===== src/htk_pkg.sv =====
// ----------------------------------------------------------------------------
// htk_pkg
// Shared types, codes and helpers for the HTTP request head tokenizer.
// ----------------------------------------------------------------------------
package htk_pkg;

    // result kinds
    localparam logic [2:0] KIND_METHOD = 3'd0;
    localparam logic [2:0] KIND_PATH   = 3'd1;
    localparam logic [2:0] KIND_QUERY  = 3'd2;
    localparam logic [2:0] KIND_BODY   = 3'd3;
    localparam logic [2:0] KIND_END    = 3'd4;

    // end status codes
    localparam logic [1:0] ST_NONE  = 2'd0;
    localparam logic [1:0] ST_BLANK = 2'd1;
    localparam logic [1:0] ST_EARLY = 2'd2;

    // held byte slot: empty, or kind + 1
    localparam logic [1:0] HELD_NONE   = 2'd0;
    localparam logic [1:0] HELD_METHOD = 2'd1;
    localparam logic [1:0] HELD_PATH   = 2'd2;
    localparam logic [1:0] HELD_QUERY  = 2'd3;

    // characters
    localparam logic [7:0] CH_SPACE = 8'h20;
    localparam logic [7:0] CH_COLON = 8'h3A;
    localparam logic [7:0] CH_CR    = 8'h0D;
    localparam logic [7:0] CH_LF    = 8'h0A;
    localparam logic [7:0] CH_QMARK = 8'h3F;
    localparam logic [7:0] CH_PCT   = 8'h25;
    localparam logic [7:0] CH_PLUS  = 8'h2B;

    // result queue depth (must be at least 2)
    localparam int RES_FIFO_DEPTH = 4;

    typedef enum logic [2:0] {
        PH_METHOD,
        PH_URI,
        PH_PROTO,
        PH_KEY,
        PH_VALUE
    } phase_t;

    typedef enum logic [1:0] {
        ESC_NONE,
        ESC_FIRST,
        ESC_SECOND
    } esc_step_t;

    typedef struct packed {
        logic [2:0] kind;
        logic [7:0] data;
        logic       token_end;
        logic [1:0] end_status;
        logic       bad_escape;
    } res_t;

    // up to two results produced by one transaction
    typedef struct packed {
        logic [1:0] count;
        res_t       r0;
        res_t       r1;
    } push_t;

    function automatic res_t mk_res(logic [2:0] kind, logic [7:0] data, logic token_end,
                                    logic [1:0] end_status, logic bad_escape);
        res_t r;
        r.kind       = kind;
        r.data       = data;
        r.token_end  = token_end;
        r.end_status = end_status;
        r.bad_escape = bad_escape;
        return r;
    endfunction

    // bit 4 set: not a hex digit
    function automatic logic [4:0] hex_val(logic [7:0] c);
        logic [4:0] h;
        if (c >= 8'h30 && c <= 8'h39)
        begin
            h = 5'(c - 8'h30);
        end
        else if (c >= 8'h41 && c <= 8'h46)
        begin
            h = 5'(c - 8'h37);
        end
        else if (c >= 8'h61 && c <= 8'h66)
        begin
            h = 5'(c - 8'h57);
        end
        else
        begin
            h = 5'd16;
        end
        return h;
    endfunction

endpackage


===== src/htk_ifs.sv =====
// ----------------------------------------------------------------------------
// htk_ifs
// Stream channels of the tokenizer: raw request bytes in, tokens out.
// ----------------------------------------------------------------------------
interface htk_in_if;
    logic       valid;
    logic       ready;
    logic [7:0] in_byte;
    logic       in_last;

    modport source (output valid, output in_byte, output in_last, input ready);
    modport sink   (input valid, input in_byte, input in_last, output ready);
endinterface

interface htk_out_if;
    logic       valid;
    logic       ready;
    logic [2:0] out_kind;
    logic [7:0] out_byte;
    logic       token_end;
    logic [1:0] end_status;
    logic       bad_escape;

    modport source (output valid, output out_kind, output out_byte, output token_end,
                    output end_status, output bad_escape, input ready);
    modport sink   (input valid, input out_kind, input out_byte, input token_end,
                    input end_status, input bad_escape, output ready);
endinterface


===== src/htk_step.sv =====
// ----------------------------------------------------------------------------
// htk_step
// Tokenizer state and per-byte update; emits up to two results per byte.
// ----------------------------------------------------------------------------
module htk_step
    import htk_pkg::*;
(
    input  logic       clk,
    input  logic       rst_n,
    input  logic       take,
    input  logic [7:0] in_byte,
    input  logic       in_last,
    output push_t      push
);

    phase_t     phase_reg, phase_next;
    logic       hv_reg, hv_next;          // inside header value
    logic       skip_reg, skip_next;
    logic       nl_reg, nl_next;
    logic       has_reg, has_next;        // token has bytes
    logic [7:0] held_byte_reg, held_byte_next;
    logic [1:0] held_kind_reg, held_kind_next;
    logic       held_bad_reg, held_bad_next;
    esc_step_t  esc_reg, esc_next;
    logic       hi_ok_reg, hi_ok_next;
    logic [3:0] hi_reg, hi_next;
    logic       query_reg, query_next;
    logic       done_reg, done_next;

    res_t       res_arr [2];
    logic [1:0] n;

    always_comb
    begin
        logic       delim;
        logic       dv_ok;
        logic [7:0] dv;
        logic       dv_bad;
        logic [4:0] h;

        phase_next     = phase_reg;
        hv_next        = hv_reg;
        skip_next      = skip_reg;
        nl_next        = nl_reg;
        has_next       = has_reg;
        held_byte_next = held_byte_reg;
        held_kind_next = held_kind_reg;
        held_bad_next  = held_bad_reg;
        esc_next       = esc_reg;
        hi_ok_next     = hi_ok_reg;
        hi_next        = hi_reg;
        query_next     = query_reg;
        done_next      = done_reg;
        res_arr[0]     = '0;
        res_arr[1]     = '0;
        n              = 2'd0;
        delim          = 1'b0;
        dv_ok          = 1'b0;
        dv             = 8'h00;
        dv_bad         = 1'b0;
        h              = 5'd0;

        if (take)
        begin
            if (done_reg)
            begin
                res_arr[n[0]] = mk_res(KIND_BODY, in_byte, in_last, ST_NONE, 1'b0);
                n = n + 2'd1;
            end
            else if (skip_reg)
            begin
                skip_next = 1'b0;
            end
            else
            begin
                delim = (in_byte == CH_CR) || (in_byte == CH_LF) ||
                        (!hv_reg && ((in_byte == CH_SPACE) || (in_byte == CH_COLON)));
                if (delim)
                begin
                    hv_next = (in_byte == CH_COLON);
                    if (has_reg)
                    begin
                        // close the current token
                        unique case (phase_reg)
                            PH_METHOD:
                            begin
                                if (held_kind_reg != HELD_NONE)
                                begin
                                    res_arr[n[0]] = mk_res({1'b0, held_kind_reg - 2'd1},
                                        held_byte_reg, 1'b1, ST_NONE, held_bad_reg);
                                    n = n + 2'd1;
                                end
                                held_kind_next = HELD_NONE;
                                phase_next     = PH_URI;
                            end
                            PH_URI:
                            begin
                                if (esc_reg != ESC_NONE)
                                begin
                                    // escape cut short
                                    if (held_kind_reg != HELD_NONE)
                                    begin
                                        res_arr[n[0]] = mk_res({1'b0, held_kind_reg - 2'd1},
                                            held_byte_reg, 1'b1, ST_NONE, 1'b1);
                                    end
                                    else
                                    begin
                                        res_arr[n[0]] = mk_res(query_reg ? KIND_QUERY
                                            : KIND_PATH, 8'h00, 1'b1, ST_NONE, 1'b1);
                                    end
                                    n = n + 2'd1;
                                end
                                else if (held_kind_reg != HELD_NONE)
                                begin
                                    res_arr[n[0]] = mk_res({1'b0, held_kind_reg - 2'd1},
                                        held_byte_reg, 1'b1, ST_NONE, held_bad_reg);
                                    n = n + 2'd1;
                                end
                                held_kind_next = HELD_NONE;
                                esc_next       = ESC_NONE;
                                hi_ok_next     = 1'b0;
                                hi_next        = 4'd0;
                                query_next     = 1'b0;
                                phase_next     = PH_PROTO;
                            end
                            PH_PROTO: phase_next = PH_KEY;
                            PH_KEY:   phase_next = PH_VALUE;
                            default:  phase_next = PH_KEY;
                        endcase
                        has_next = 1'b0;
                        if (in_byte == CH_COLON)
                        begin
                            skip_next = 1'b1;
                            nl_next   = 1'b0;
                        end
                        else
                        begin
                            nl_next = (in_byte == CH_LF);
                        end
                    end
                    else if (nl_reg && (in_byte == CH_LF))
                    begin
                        res_arr[n[0]] = mk_res(KIND_END, 8'h00, 1'b0, ST_BLANK, 1'b0);
                        n = n + 2'd1;
                        done_next = 1'b1;
                        nl_next   = 1'b0;
                    end
                    else if (in_byte == CH_LF)
                    begin
                        nl_next = 1'b1;
                    end
                end
                else
                begin
                    has_next = 1'b1;
                    if (phase_reg == PH_METHOD)
                    begin
                        if (held_kind_reg != HELD_NONE)
                        begin
                            res_arr[n[0]] = mk_res({1'b0, held_kind_reg - 2'd1},
                                held_byte_reg, 1'b0, ST_NONE, held_bad_reg);
                            n = n + 2'd1;
                        end
                        held_byte_next = in_byte;
                        held_kind_next = HELD_METHOD;
                        held_bad_next  = 1'b0;
                    end
                    else if (phase_reg == PH_URI)
                    begin
                        // percent / plus decode
                        unique case (esc_reg)
                            ESC_NONE:
                            begin
                                if (in_byte == CH_PCT)
                                begin
                                    esc_next = ESC_FIRST;
                                end
                                else
                                begin
                                    dv_ok = 1'b1;
                                    dv    = (in_byte == CH_PLUS) ? CH_SPACE : in_byte;
                                end
                            end
                            ESC_FIRST:
                            begin
                                h          = hex_val(in_byte);
                                hi_ok_next = !h[4];
                                hi_next    = h[4] ? 4'd0 : h[3:0];
                                esc_next   = ESC_SECOND;
                            end
                            default:
                            begin
                                esc_next = ESC_NONE;
                                dv_ok    = 1'b1;
                                h        = hex_val(in_byte);
                                if (!hi_ok_reg)
                                begin
                                    dv_bad = 1'b1;
                                end
                                else
                                begin
                                    dv = h[4] ? {4'd0, hi_reg} : {hi_reg, h[3:0]};
                                end
                                hi_ok_next = 1'b0;
                                hi_next    = 4'd0;
                            end
                        endcase

                        if (dv_ok)
                        begin
                            if (!query_reg && (dv == CH_QMARK))
                            begin
                                // path ends at first decoded '?'
                                if (held_kind_reg != HELD_NONE)
                                begin
                                    res_arr[n[0]] = mk_res({1'b0, held_kind_reg - 2'd1},
                                        held_byte_reg, 1'b1, ST_NONE, held_bad_reg);
                                    n = n + 2'd1;
                                end
                                held_kind_next = HELD_NONE;
                                query_next     = 1'b1;
                            end
                            else
                            begin
                                if (held_kind_reg != HELD_NONE)
                                begin
                                    res_arr[n[0]] = mk_res({1'b0, held_kind_reg - 2'd1},
                                        held_byte_reg, 1'b0, ST_NONE, held_bad_reg);
                                    n = n + 2'd1;
                                end
                                held_byte_next = dv;
                                held_kind_next = query_reg ? HELD_QUERY : HELD_PATH;
                                held_bad_next  = dv_bad;
                            end
                        end
                    end
                end
            end

            if (in_last)
            begin
                if (!done_next)
                begin
                    res_arr[n[0]] = mk_res(KIND_END, 8'h00, 1'b0, ST_EARLY, 1'b0);
                    n = n + 2'd1;
                end
                phase_next     = PH_METHOD;
                hv_next        = 1'b0;
                skip_next      = 1'b0;
                nl_next        = 1'b0;
                has_next       = 1'b0;
                held_byte_next = 8'h00;
                held_kind_next = HELD_NONE;
                held_bad_next  = 1'b0;
                esc_next       = ESC_NONE;
                hi_ok_next     = 1'b0;
                hi_next        = 4'd0;
                query_next     = 1'b0;
                done_next      = 1'b0;
            end
        end
    end

    assign push.count = n;
    assign push.r0    = res_arr[0];
    assign push.r1    = res_arr[1];

    always_ff @(posedge clk or negedge rst_n)
    begin
        if (!rst_n)
        begin
            phase_reg     <= PH_METHOD;
            hv_reg        <= 1'b0;
            skip_reg      <= 1'b0;
            nl_reg        <= 1'b0;
            has_reg       <= 1'b0;
            held_byte_reg <= 8'h00;
            held_kind_reg <= HELD_NONE;
            held_bad_reg  <= 1'b0;
            esc_reg       <= ESC_NONE;
            hi_ok_reg     <= 1'b0;
            hi_reg        <= 4'd0;
            query_reg     <= 1'b0;
            done_reg      <= 1'b0;
        end
        else
        begin
            phase_reg     <= phase_next;
            hv_reg        <= hv_next;
            skip_reg      <= skip_next;
            nl_reg        <= nl_next;
            has_reg       <= has_next;
            held_byte_reg <= held_byte_next;
            held_kind_reg <= held_kind_next;
            held_bad_reg  <= held_bad_next;
            esc_reg       <= esc_next;
            hi_ok_reg     <= hi_ok_next;
            hi_reg        <= hi_next;
            query_reg     <= query_next;
            done_reg      <= done_next;
        end
    end

endmodule


===== src/htk_res_fifo.sv =====
// ----------------------------------------------------------------------------
// htk_res_fifo
// Result queue: takes up to two results a cycle, hands out one.
// ----------------------------------------------------------------------------
module htk_res_fifo
    import htk_pkg::*;
#(
    parameter int DEPTH = RES_FIFO_DEPTH
)
(
    input  logic  clk,
    input  logic  rst_n,
    input  push_t push,
    output logic  room,       // space for two more results
    output logic  out_valid,
    input  logic  out_ready,
    output res_t  out_res
);

    localparam int PW = (DEPTH > 1) ? $clog2(DEPTH) : 1;
    localparam int CW = $clog2(DEPTH + 1);

    res_t          mem_reg [DEPTH];
    logic [PW-1:0] wr_ptr_reg, wr_ptr_next;
    logic [PW-1:0] rd_ptr_reg, rd_ptr_next;
    logic [CW-1:0] count_reg, count_next;
    logic [PW-1:0] wr_ptr_1;
    logic          pop;

    function automatic logic [PW-1:0] ptr_inc(logic [PW-1:0] p);
        return (p == PW'(DEPTH - 1)) ? '0 : p + PW'(1);
    endfunction

    assign wr_ptr_1  = ptr_inc(wr_ptr_reg);
    assign out_valid = (count_reg != '0);
    assign out_res   = mem_reg[rd_ptr_reg];
    assign pop       = out_valid && out_ready;
    assign room      = (count_reg <= CW'(DEPTH - 2));

    always_comb
    begin
        rd_ptr_next = pop ? ptr_inc(rd_ptr_reg) : rd_ptr_reg;
        unique case (push.count)
            2'd0:    wr_ptr_next = wr_ptr_reg;
            2'd1:    wr_ptr_next = wr_ptr_1;
            default: wr_ptr_next = ptr_inc(wr_ptr_1);
        endcase
        count_next = count_reg + CW'(push.count) - CW'(pop);
    end

    always_ff @(posedge clk)
    begin
        if (push.count != 2'd0)
        begin
            mem_reg[wr_ptr_reg] <= push.r0;
        end
        if (push.count[1])
        begin
            mem_reg[wr_ptr_1] <= push.r1;
        end
    end

    always_ff @(posedge clk or negedge rst_n)
    begin
        if (!rst_n)
        begin
            wr_ptr_reg <= '0;
            rd_ptr_reg <= '0;
            count_reg  <= '0;
        end
        else
        begin
            wr_ptr_reg <= wr_ptr_next;
            rd_ptr_reg <= rd_ptr_next;
            count_reg  <= count_next;
        end
    end

endmodule


===== src/http_request_head_tokenizer.sv =====
// ----------------------------------------------------------------------------
// http_request_head_tokenizer
// Splits an HTTP request byte stream into method, decoded path and query,
// and body bytes, with end-of-head and early-end status.
// ----------------------------------------------------------------------------
//
//  channel  dir  transaction payload
//  -------  ---  ----------------------------------------------------------
//  in_ch    in   in_byte[7:0], in_last
//  out_ch   out  out_kind[2:0], out_byte[7:0], token_end, end_status[1:0],
//                bad_escape
//
//  One input byte per clock: the tokenizer state updates in the same cycle a
//  byte is taken, and its results (zero, one or two) land in a small result
//  queue; out_ch shows the queue head. in_ch.ready is high while the queue
//  has room for two results, so a stalled out_ch holds off input only once
//  room runs out. Reset clears the tokenizer state and empties the queue.
//  A byte with in_last returns the tokenizer to its reset state.
//
module http_request_head_tokenizer
    import htk_pkg::*;
#(
    parameter int FIFO_DEPTH = RES_FIFO_DEPTH
)
(
    input  logic clk,
    input  logic rst_n,
    htk_in_if.sink    in_ch,
    htk_out_if.source out_ch
);

    push_t push;
    logic  room;
    logic  take;
    res_t  head;

    // byte taken this cycle
    assign take        = in_ch.valid && in_ch.ready;
    assign in_ch.ready = room;

    htk_step u_step (
        .clk     (clk),
        .rst_n   (rst_n),
        .take    (take),
        .in_byte (in_ch.in_byte),
        .in_last (in_ch.in_last),
        .push    (push)
    );

    htk_res_fifo #(
        .DEPTH (FIFO_DEPTH)
    ) u_fifo (
        .clk       (clk),
        .rst_n     (rst_n),
        .push      (push),
        .room      (room),
        .out_valid (out_ch.valid),
        .out_ready (out_ch.ready),
        .out_res   (head)
    );

    assign out_ch.out_kind   = head.kind;
    assign out_ch.out_byte   = head.data;
    assign out_ch.token_end  = head.token_end;
    assign out_ch.end_status = head.end_status;
    assign out_ch.bad_escape = head.bad_escape;

endmodule


===== src/flat_wrapper.sv =====
// flat-port wrapper written by rule: the top's interface ports become plain ports
module http_request_head_tokenizer_flat import htk_pkg::*;
#(
    parameter int FIFO_DEPTH = RES_FIFO_DEPTH
)
  (clk, rst_n, in_ch_valid, in_ch_in_byte, in_ch_in_last, in_ch_ready, out_ch_valid, out_ch_out_kind, out_ch_out_byte, out_ch_token_end, out_ch_end_status, out_ch_bad_escape, out_ch_ready);
  htk_in_if in_ch_i ();
  htk_out_if out_ch_i ();
  input  logic clk;
  input  logic rst_n;
  input wire logic [$bits(in_ch_i.valid)-1:0] in_ch_valid;
  input wire logic [$bits(in_ch_i.in_byte)-1:0] in_ch_in_byte;
  input wire logic [$bits(in_ch_i.in_last)-1:0] in_ch_in_last;
  output wire logic [$bits(in_ch_i.ready)-1:0] in_ch_ready;
  output wire logic [$bits(out_ch_i.valid)-1:0] out_ch_valid;
  output wire logic [$bits(out_ch_i.out_kind)-1:0] out_ch_out_kind;
  output wire logic [$bits(out_ch_i.out_byte)-1:0] out_ch_out_byte;
  output wire logic [$bits(out_ch_i.token_end)-1:0] out_ch_token_end;
  output wire logic [$bits(out_ch_i.end_status)-1:0] out_ch_end_status;
  output wire logic [$bits(out_ch_i.bad_escape)-1:0] out_ch_bad_escape;
  input wire logic [$bits(out_ch_i.ready)-1:0] out_ch_ready;
  assign in_ch_i.valid = in_ch_valid;
  assign in_ch_i.in_byte = in_ch_in_byte;
  assign in_ch_i.in_last = in_ch_in_last;
  assign in_ch_ready = in_ch_i.ready;
  assign out_ch_valid = out_ch_i.valid;
  assign out_ch_out_kind = out_ch_i.out_kind;
  assign out_ch_out_byte = out_ch_i.out_byte;
  assign out_ch_token_end = out_ch_i.token_end;
  assign out_ch_end_status = out_ch_i.end_status;
  assign out_ch_bad_escape = out_ch_i.bad_escape;
  assign out_ch_i.ready = out_ch_ready;
  http_request_head_tokenizer #(.FIFO_DEPTH(FIFO_DEPTH)) u_core (.clk(clk), .rst_n(rst_n), .in_ch(in_ch_i), .out_ch(out_ch_i));
endmodule

===== config.mk =====
export PLATFORM = sky130hd
export DESIGN_NAME = http_request_head_tokenizer_flat
export DESIGN_NICKNAME = d
export VERILOG_FILES = /design/src/htk_pkg.sv /design/src/htk_ifs.sv /design/src/htk_step.sv /design/src/htk_res_fifo.sv /design/src/http_request_head_tokenizer.sv /design/src/flat_wrapper.sv
export SDC_FILE = /design/constraint.sdc
export NUM_CORES = 1
export LEC_CHECK = 0
export BUFFER_PORTS_ARGS = -buffer_cell sky130_fd_sc_hd__buf_2
export CAP_MARGIN = 20
export CORE_MARGIN = 3
export CORE_UTILIZATION = 35
export CTS_CLUSTER_SIZE = 8
export DETAILED_ROUTE_END_ITERATION = 8
export HOLD_SLACK_MARGIN = 0.02
export PLACE_DENSITY_LB_ADDON = 0.25
export SLEW_MARGIN = 0
export SYNTH_ARGS = -nofsm -noshare
export SYNTH_HDL_FRONTEND = slang
export SYNTH_SLANG_ARGS = --single-unit

===== constraint.sdc =====
create_clock -name clk -period 5.2 [get_ports clk]
set_clock_uncertainty 0.15 [all_clocks]
set_input_delay 0.26 -clock clk [delete_from_list [all_inputs] [get_ports clk]]
set_output_delay 0.26 -clock clk [all_outputs]
set_load 0.05 [all_outputs]

==> results of run 1 <==
metal layers:
layer	routed length, um	track usage (%)
met5	0	0
met4	218	4.65
met3	748	4.20
met2	7110	30.0
met1	6660	24.0
cells by family (layout without fill, tap and decap cells):
logic type	Yosys count	count (layout)	synth area share [%]
simple gates	196	196	18.7
flops	94	94	39.9
compound gates	183	183	22.8
buf+inv	66	77	5.20
fa+ha+maj	19	19	4.59
xor+xnor	2	2	0.328
mux	26	26	8.51
per-stage QoR:
step / worst slack [ns] / std cells / util, % / cell area (um^2) / power [mW]
after floorplan: 1.17 / 586 / - / 5340 / 1.61
after global placement: 0.709 / 763 / 37.7 / 5560 / 1.80
after detailed placement: 0.594 / 763 / 37.7 / 5560 / 1.82
after CTS: 0.933 / 780 / 39.7 / 5860 / 2.49
after global routing: 0.542 / 781 / 39.9 / 5890 / 2.65
final: 0.899 / 781 / 39.9 / 5890 / 2.49
power groups by stage:
| stage | sequential (mW) | combinational, mW | clock, mW |
|---|---|---|---|
| 6_report | 0.978 | 0.851 | 0.659 |
| 4_1_cts | 1.01 | 0.801 | 0.680 |
| 3_3_place_gp | 1.02 | 0.780 | 0 |
| 2_1_floorplan | 0.919 | 0.695 | 0 |
| 5_1_grt | 0.998 | 0.943 | 0.706 |
| 3_5_place_dp | 1.02 | 0.798 | 0 |
critical path, stage by stage:
cell and delay (ns):
buf_2 0.19, or4b_1 0.53, o41ai_1 0.63, a2111oi_0 0.29, o22ai_2 0.33, nand2_1 0.12
ha_1 0.29, nand2b_1 0.12, nand2_1 0.06, a31oi_1 0.31, inv_1 0.08, ha_1 0.28
inv_1 0.05, ha_1 0.13, inv_1 0.05, fa_1 0.37, xor2_1 0.16, xnor2_1 0.12
cell type report:
cell class	count	area share, %
well taps	184	3.91
repair buffers	33	3.36
inverters	28	1.78
flip-flops and latches	94	36.2
multi-input cells	426	49.7
clock inverters	6	0.786
clock buffers	10	4.25
cells in the final DEF (no fill, tap or decap), drive strengths merged, types with 5 or more instances in the layout:
cell,netlist,routed
clkbuf,22,10
o21ai,70,70
buf,16,32
and2,9,9
a31oi,6,6
nand2b,6,6
dfrtp,34,34
and3,5,5
inv,28,33
dfxtp,52,52
mux2i,9,9
nand3,39,39
o41ai,5,5
ha,18,18
edfxtp,8,8
nor2,35,35
mux4,15,15
a21oi,35,35
nand2,63,63
o22ai,12,12
nor3,14,14
a22o,10,10
a211oi,5,5
final timing paths:
path	startpoint	to	slack [ns]	cells past startpoint
max reg2reg	u_core.u_step.esc_reg[1]	u_core.u_fifo.count_reg[2]	0.94	16
max	in_ch_in_byte[4]	u_core.u_fifo.count_reg[2]	0.90	18
min reg2reg	u_core.u_fifo.mem_reg[3][8]	u_core.u_fifo.mem_reg[3][8]	0.31	2
max in group asynchronous	rst_n	u_core.u_step.skip_reg	3.98	2
min	out_ch_ready	u_core.u_fifo.rd_ptr_reg[0]	0.13	3
min in group asynchronous	rst_n	u_core.u_step.held_byte_reg[3]	0.39	2
==> impl_metrics.csv, run 1 <==
group,metric,value,unit
outcome,run_status,"finished, final reports clean",
cts,cts_buffer_depth,2,
cts,number_of_buffers_inserted_by_post_cts_setup_repair,0,
yosys,synth_area,5340,um^2
pwr,vdd_ir_drop_max,0.210,mV
timing,finalSetupViolCount,0,
pwr,p_int,1.53,mW
layout,design.final.nets,624,
yosys,synthDominantAreaCellType,"dfxtp_1",
global_route,grt.total_usage,18.1,%
yosys,synth_edf_count,8,
placement,post-dp-hpwl,10300,um
detailed_routing,drc,0,
detailed_routing,detailedRoute.firstIterationViolations,334,
timing,worst_pin_slew,1.06,ns
setup_path,critPathKind,"input pin to flip-flop",
yosys,post_synth_most_frequent_cells,"nand2_1 (59), dfxtp_1 (52), o21ai_0 (50)",
timing,slew-limit-headroom,29.4,%
layout,post_route_cells_drive_above_1_share,15.2,%
layout,num-fill-cells,1490,
global_route,first_global_vias,4530,
placement,buffer_ports.inserted,29,
floorplanning,dieHeight,130,um
timing,fin_crit_sh,82.7,%
timing,fin_crit,4.30,ns
global_route,initial_antenna_violation_count,0,
layout,register_area,2130,um^2
yosys,synth-seq-cells,94,
timing,report.final.hold_viol_count,0,
yosys,syn_inst,586,
yosys,yosys_warnings,0,
yosys,postSynth.topFlopCell,"dfxtp_1",
floorplanning,design.portCount,30,
cts,insertion_delay,0.35,ns
setup_path,critical_path_arrival,4.39,ns
floorplanning,design.die.area,16800,um^2
layout,multiInputGateArea,2930,um^2
setup_path,worst_setup_path_start_kind,"input pin",
global_route,grt_overflow_total,0,
timing,setup_total_negative_slack,0,ns
setup_path,crit_path_end_kind,"flip-flop",
setup_path,critPathRequiredTime,5.29,ns
detailed_routing,detail_route.wirelength,14700,um
yosys,ys_seq_area_share,39.9,%
floorplanning,core_area,14800,um^2
yosys,syn-mean-instance-area,9.11,um^2
timing,whs,0.130,ns
pwr,share_clk_of_total_power,26.5,%
global_route,wire_length_of_the_first_global_routing_pass,24000,um
yosys,distinct_cells_synth,77,
cts,clock-sinks,94,
yosys,synth.net_count,618,
timing,rsz0062_at_grt,"no",
hold_path,hp-class,"input pin to flip-flop",
cts,cts_tree,"built",
yosys,synthMostInstantiatedCell,"nand2_1",
timing,highest_clock_rate,233,MHz
cts,cts-buffers-inserted,9,
cts,cts.hold.buffers_added,1,
layout,layout-area-overhead-vs-synth,10.3,%
placement,routabilityCongestion,0.874,
yosys,ys_top_cells_by_area,"dfxtp_1 (19%), dfrtp_1 (16%), mux4_2 (6.3%)",
run,cap_violations,0,
pwr,power.static_leakage,2.29,nW
yosys,ys_async_sr_fraction,36.2,%
cts,cts.clk_slew.worst_paths,0.07,ns
detailed_routing,detail-route-antenna-nets,0,
cts,ctsRootBufferMaster,"clkbuf_16",
floorplanning,dieWidth,130,um
floorplanning,row_count,44,
pwr,p_sw,0.955,mW
pwr,power.share.switching,38.4,%
layout,largest_register_ff_count,60,
pwr,share_of_total_power_in_sequential_cells,39.3,%
detailed_routing,routed_wire_length_per_instance,18.9,um
detailed_routing,drt_first_pass_iters,5,
cts,cts.repair.resized,0,
pwr,pwr-share-comb,34.2,%
cts,htree_num_levels,3,
floorplanning,start_util,36.2,%
setup_path,cp_max_fo,11,
detailed_routing,via_per_inst,5.88,
layout,num_antenna_cells,0,
timing,slew_violations,0,
detailed_routing,vias,4594,
yosys,synth.top_cell.area_share,19.5,%
global_route,grt_start_max_net_pins,35,
pwr,power.density_cell_area,422,nW/um^2
Power figures use the tool's default switching activity.
==> run 2: changes to the inputs <==
==> constraint.sdc (replaced) <==
create_clock -name clk -period 4.1 [get_ports clk]
set_clock_uncertainty 0.15 [all_clocks]
set_input_delay 0.205 -clock clk [delete_from_list [all_inputs] [get_ports clk]]
set_output_delay 0.205 -clock clk [all_outputs]
set_load 0.05 [all_outputs]
==> impl_metrics.csv, run 2 (synthesis results as in run 1) <==
group,metric,value,unit
outcome,run_status,"finished, final reports clean",
global_route,grt.total_usage,17.9,%
layout,largest_register_ff_count,60,
timing,finalWorstSetupSlack,0.320,ns
setup_path,critical_path_arrival,3.87,ns
detailed_routing,via_per_inst,5.76,
pwr,vdd_ir_drop_max,0.204,mV
floorplanning,dieHeight,130,um
layout,most_frequent_cells_in_the_layout,"nand2_1 (59), dfxtp_1 (52), o21ai_0 (50)",
cts,cts-buffers-inserted,9,
layout,final_common_cell,"nand2_1",
pwr,power.static_leakage,2.40,nW
setup_path,worstReg2RegEnd,"u_core.u_fifo.count_reg[2]",
timing,slew-limit-headroom,42.8,%
hold_path,hp-class,"input pin to flip-flop",
setup_path,critPathKind,"flip-flop to flip-flop",
setup_path,worst_setup_path_start_kind,"flip-flop",
placement,buffer_ports.inserted,29,
cts,cts_buffer_depth,2,
detailed_routing,detail-route-antenna-nets,0,
setup_path,worstRegToRegCells,18,
cts,cts.clk_slew.worst_paths,0.08,ns
cts,insertion_delay,0.35,ns
floorplanning,start_util,36.2,%
setup_path,setup.worst_path.start,"u_core.u_step.esc_reg[1]",
setup_path,critPathRequiredTime,4.19,ns
layout,layout-area-overhead-vs-synth,13.8,%
global_route,grt_overflow_total,0,
setup_path,critical_path.reg2reg.startpoint,"u_core.u_step.esc_reg[1]",
timing,rsz0062_at_grt,"no",
cts,htree_num_levels,3,
layout,design.final.nets,649,
global_route,initial_antenna_violation_count,0,
timing,worst_pin_slew,0.858,ns
placement,placed_cells,788,
detailed_routing,routed_wire_length_per_instance,18.3,um
layout,layout.cells.non_filler,806,
timing,fin_crit_sh,92.2,%
floorplanning,design.die.area,16800,um^2
detailed_routing,drt_first_pass_iters,5,
setup_path,cp-endpoint,"u_core.u_fifo.count_reg[2]",
detailed_routing,vias,4641,
layout,num_antenna_cells,0,
placement,post-dp-hpwl,10700,um
floorplanning,row_count,44,
placement,routabilityCongestion,0.936,
timing,setup_total_negative_slack,0,ns
detailed_routing,detail_route.wirelength,14800,um
global_route,grt_start_max_net_pins,35,
setup_path,timing.reg2reg.setup_slack,0.32,ns
placement,dp_worst_setup_slack,0.118,ns
setup_path,cp_max_fo,10,
run,cap_violations,0,
timing,fin_crit,3.78,ns
layout,final_core_util,41.2,%
detailed_routing,drc,0,
global_route,first_global_vias,4652,
pwr,power.density_cell_area,527,nW/um^2
floorplanning,core_area,14800,um^2
cts,cts_tree,"built",
cts,ctsRootBufferMaster,"clkbuf_16",
floorplanning,design.portCount,30,
timing,highest_clock_rate,265,MHz
timing,finalSetupViolCount,0,
layout,post_route_cells_drive_above_1_share,18.6,%
global_route,wire_length_of_the_first_global_routing_pass,24000,um
cts,clock-sinks,94,
timing,report.final.hold_viol_count,0,
floorplanning,dieWidth,130,um
setup_path,crit_path_end_kind,"flip-flop",
timing,slew_violations,0,
detailed_routing,detailedRoute.firstIterationViolations,439,
## run 2: cell types whose count changed in the layout (fill, tap and decap cells not counted), sizes merged
cell / before / now
buf: 32 / 57
clkbuf: 10 / 9
inv: 33 / 32
clkinv: 1 / 3
## run 2: final cells by class
| class | count | area, um^2 |
|---|---|---|
| Clock buffer | 9 | 225 |
| Multi-Input combinational cell | 426 | 2930 |
| Clock inverter | 7 | 78.8 |
| Sequential cell | 94 | 2130 |
| Tap cell | 184 | 230 |
| Timing Repair Buffer | 58 | 373 |
| Fill cell | 1448 | 8680 |
| Inverter | 28 | 105 |
## run 2: how the worst min path moves through the flow
| stage | from | endpoint | cells after the start |
|---|---|---|---|
| after CTS | out_ch_ready | u_core.u_fifo.rd_ptr_reg[0] | 3 |
| after global routing | out_ch_ready | u_core.u_fifo.rd_ptr_reg[0] | 3 |
| after global placement | rst_n | u_core.u_step.hi_ok_reg | 1 |
| after floorplan | rst_n | u_core.u_fifo.count_reg[0] | 0 |
| final | out_ch_ready | u_core.u_fifo.rd_ptr_reg[0] | 3 |
| after detailed placement | rst_n | u_core.u_step.hi_reg[0] | 1 |
## run 2: layer usage
metal,track usage (%),share of wire [%],vias to the layer above
met1,24.1,46,2276
met2,29.5,48,135
li1,-,-,2213
met4,5.68,1.2,0
met5,0,0,-
met3,3.01,4.6,17
## run 2: what timing repair did
action,4_1_cts,5_1_grt
hold buffers,1,0
resized for setup,0,1
endpoints found under the setup margin,0,1
setup buffers,0,0
endpoints found under the hold margin,34,0
## run 2: worst max-delay path, stage by stage (launching register included)
cell       delay, ns
dfrtp_1         0.51
nand2b_1        0.15
o41ai_1         0.07
buf_4           0.16
a2111oi_1       0.61
o22ai_2         0.18
nand2_1         0.13
ha_1            0.13
nand2b_1        0.11
nand2_1         0.05
a31oi_1         0.20
inv_1           0.07
ha_1            0.27
inv_1           0.06
ha_1            0.13
inv_1           0.05
fa_1            0.37
xor2_1          0.16
xnor2_1         0.12
## run 2: power breakdown
group	switching [mW]	total, mW	internal [mW]
clock	0.417	0.851	0.435
sequential	0.160	1.24	1.08
combinational	0.679	1.11	0.433
total	1.26	3.20	1.94
## run 2: stage by stage
step	total power, mW	area [um^2]	hold WS (ns)
floorplan	2.05	5340	-0.241
global placement	2.31	5750	0.172
detailed placement	2.35	5750	0.199
CTS	3.20	6060	0.0792
global route	3.38	6080	0.109
finish	3.20	6080	0.0897
==> run 3: changes to the inputs <==
--- a/config.mk
+++ b/config.mk
@@ -11,9 +11,11 @@
 export CORE_UTILIZATION = 35
 export CTS_CLUSTER_SIZE = 8
 export DETAILED_ROUTE_END_ITERATION = 8
+export GPL_ROUTABILITY_DRIVEN = 1
 export HOLD_SLACK_MARGIN = 0.02
 export PLACE_DENSITY_LB_ADDON = 0.25
 export SLEW_MARGIN = 0
 export SYNTH_ARGS = -nofsm -noshare
 export SYNTH_HDL_FRONTEND = slang
+export SYNTH_HIERARCHICAL = 1
 export SYNTH_SLANG_ARGS = --single-unit
==> impl_metrics.csv, run 3 <==
group,metric,value,unit
run,cap_violations,0,
yosys,syn_inst,521,
yosys,post_synth_most_frequent_cells,"mux2_2 (62), edfxtp_1 (60), nor2_1 (40)",
floorplanning,dieWidth,137,um
floorplanning,dieHeight,137,um
detailed_routing,highest_layer,"met4",
setup_path,cp_num_buf_inv,2,
detailed_routing,via_per_inst,5.52,
yosys,ys_async_sr_fraction,36.2,%
pwr,share_of_total_power_in_sequential_cells,34.0,%
cts,cts_tree,"built",
pwr,power.static_leakage,2.70,nW
outcome,run_status,"finished, final reports clean",
pwr,power.density_cell_area,618,nW/um^2
timing,slew-limit-headroom,45.3,%
floorplanning,start_util,36.0,%
placement,routabilityCongestion,0.900,
setup_path,cp_max_fo,21,
yosys,distinct_cells_synth,79,
detailed_routing,drc,0,
layout,design.final.nets,579,
detailed_routing,detailedRoute.firstIterationViolations,302,
detailed_routing,routed_wire_length_per_instance,18.4,um
pwr,share_clk_of_total_power,21.4,%
pwr,pwr-share-comb,44.6,%
placement,post-dp-hpwl,10100,um
timing,finalSetupViolCount,0,
layout,most_frequent_cells_in_the_layout,"mux2_2 (62), edfxtp_1 (60), nor2_1 (40)",
global_route,first_global_vias,4222,
timing,report.final.hold_viol_count,0,
layout,final_common_cell,"mux2_2",
pwr,p_sw,1.72,mW
setup_path,timing.critical_path.max_delay_family,"simple AND/OR/NAND/NOR gates",
cts,ctsRootBufferMaster,"clkbuf_16",
timing,highest_clock_rate,282,MHz
yosys,ys_top_cells_by_area,"edfxtp_1 (30%), dfrtp_1 (14%), mux2_2 (12%)",
floorplanning,core_area,16600,um^2
cts,cts-buffers-inserted,9,
yosys,syn-mean-instance-area,11.5,um^2
hold_path,hp-class,"input pin to flip-flop",
cts,cts.clk_slew.worst_paths,0.07,ns
timing,setup_total_negative_slack,0,ns
cts,cts_buffer_depth,2,
timing,worst_pin_slew,0.821,ns
timing,fin_crit_sh,86.5,%
setup_path,critical_path.max_stage_delay,0.64,ns
placement,buffer_ports.inserted,29,
yosys,synthDominantAreaCellType,"edfxtp_1",
pwr,power.share.switching,41.9,%
pwr,design_power_total,4.10,mW
timing,slew_violations,0,
pwr,p_int,2.38,mW
setup_path,crit_path_end_kind,"flip-flop",
yosys,yosys_warnings,6,
setup_path,critPathKind,"flip-flop to flip-flop",
detailed_routing,drt_first_pass_iters,5,
setup_path,critical-path-slowest-cell,"dfrtp_1",
global_route,grt_start_max_net_pins,35,
global_route,initial_antenna_violation_count,0,
yosys,synth_edf_count,60,
yosys,synth_area,5990,um^2
timing,fin_crit,3.55,ns
layout,post_route_cells_drive_above_1_share,28.6,%
setup_path,worst_setup_path_start_kind,"flip-flop",
cts,insertion_delay,0.36,ns
yosys,ys_seq_area_share,44.3,%
yosys,postSynth.topFlopCell,"edfxtp_1",
detailed_routing,wl_met2,6930,um
floorplanning,design.portCount,30,
setup_path,critPathRequiredTime,4.05,ns
global_route,grt_overflow_total,0,
floorplanning,design.die.area,18700,um^2
cts,htree_num_levels,3,
cts,number_of_buffers_inserted_by_post_cts_setup_repair,0,
detailed_routing,detail_route.wirelength,14200,um
layout,layout-area-overhead-vs-synth,10.8,%
global_route,wire_length_of_the_first_global_routing_pass,23100,um
layout,num_antenna_cells,0,
detailed_routing,drt-met1-wl,6400,um
detailed_routing,detail-route-antenna-nets,0,
yosys,synth.top_cell.area_share,30.1,%
setup_path,critical_path.cell_chain,"nor2_1 > nor4_1 > o21ai_0 > a31oi_1 > a21o_1 > ha_1 > and3_1 > buf_4 > nand2_2 > buf_4 > mux2_2",
detailed_routing,met3RoutedLength,714,um
cts,clock-sinks,94,
pwr,vdd_ir_drop_max,0.265,mV
yosys,synthMostInstantiatedCell,"mux2_2",
global_route,grt.total_usage,16.1,%
layout,largest_register_ff_count,60,
yosys,synth-seq-cells,94,
setup_path,critPathMostFrequentCell,"buf_4",
detailed_routing,vias,4258,
floorplanning,row_count,47,
timing,rsz0062_at_grt,"no",
setup_path,critical_path_arrival,3.50,ns
## run 3: worst min-delay path, cell delays in order
cell     delay (ns)
buf_2          0.12
o31ai_1        0.12
mux2_2         0.17
## run 3: cell families (layout without fill, tap and decap cells)
family | count (synthesis) | in the layout | synth area share, %
AO/OA/AOI/OAI | 108 | 108 | 12.7
XOR/XNOR | 2 | 2 | 0.293
adder cells (fa/ha/maj) | 19 | 19 | 4.09
buffers and inverters | 67 | 86 | 6.12
flip-flops | 94 | 94 | 44.3
multiplexers | 87 | 87 | 19.7
other | 1 | 13 | 0.0626
AND/OR/NAND/NOR | 143 | 143 | 12.7
## run 3: layer usage
layer	vias up	track usage [%]
met1	2111	21.6
met5	-	0
met2	120	26.1
met4	0	4.38
li1	2008	-
met3	19	3.82
## run 3: timing repair
| action | in CTS | in global routing |
|---|---|---|
| resized for setup | 0 | 0 |
| endpoints found under the hold margin | 34 | 0 |
| hold buffers | 1 | 0 |
## run 3: area by class of cell
cell class / count / area [um^2]
flip-flops and latches: 94 / 2650
well taps: 220 / 275
multi-input cells: 372 / 3020
clock buffers: 10 / 229
inverters: 23 / 86.3
clock inverters: 6 / 75.1
repair buffers: 47 / 303
fillers: 1581 / 10000
## run 3: path summary, 6_finish.rpt
kind                                               endpoint  slack (ns)  depth (start not counted)                      from
worst max-delay path            u_core/u_fifo/mem_reg[1][5]        0.55                         11  u_core/u_step/esc_reg[1]
worst min-delay path            u_core/u_fifo/rd_ptr_reg[1]        0.14                          3              out_ch_ready
worst max register to register  u_core/u_fifo/mem_reg[1][5]        0.55                         11  u_core/u_step/esc_reg[1]
worst min register to register      u_core/u_step/hi_reg[2]        0.34                          1   u_core/u_step/hi_reg[2]
max in group asynchronous            u_core/u_step/done_reg        2.94                          2                     rst_n
min in group asynchronous           u_core/u_step/hi_reg[3]        0.33                          2                     rst_n
## run 3: per-stage QoR
step                cells  setup WS [ns]  utilization [%]  hold WS, ns  cell area [um^2]
floorplan             533          0.310                -       -0.241              6030
global placement      754          0.505             37.8        0.198              6290
detailed placement    754          0.438             37.8        0.207              6290
CTS                   771          0.607             39.7        0.132              6610
global route          772          0.245             39.9        0.148              6640
finish                772          0.552             39.9        0.139              6640
## run 3: power by group through the flow
stage	Combinational (mW)	Sequential [mW]	Clock [mW]
floorplan	1.50	1.31	0
global placement	1.74	1.45	0
detailed placement	1.77	1.45	0
CTS	1.77	1.43	0.909
global route	2.01	1.42	0.939
finish	1.83	1.40	0.877
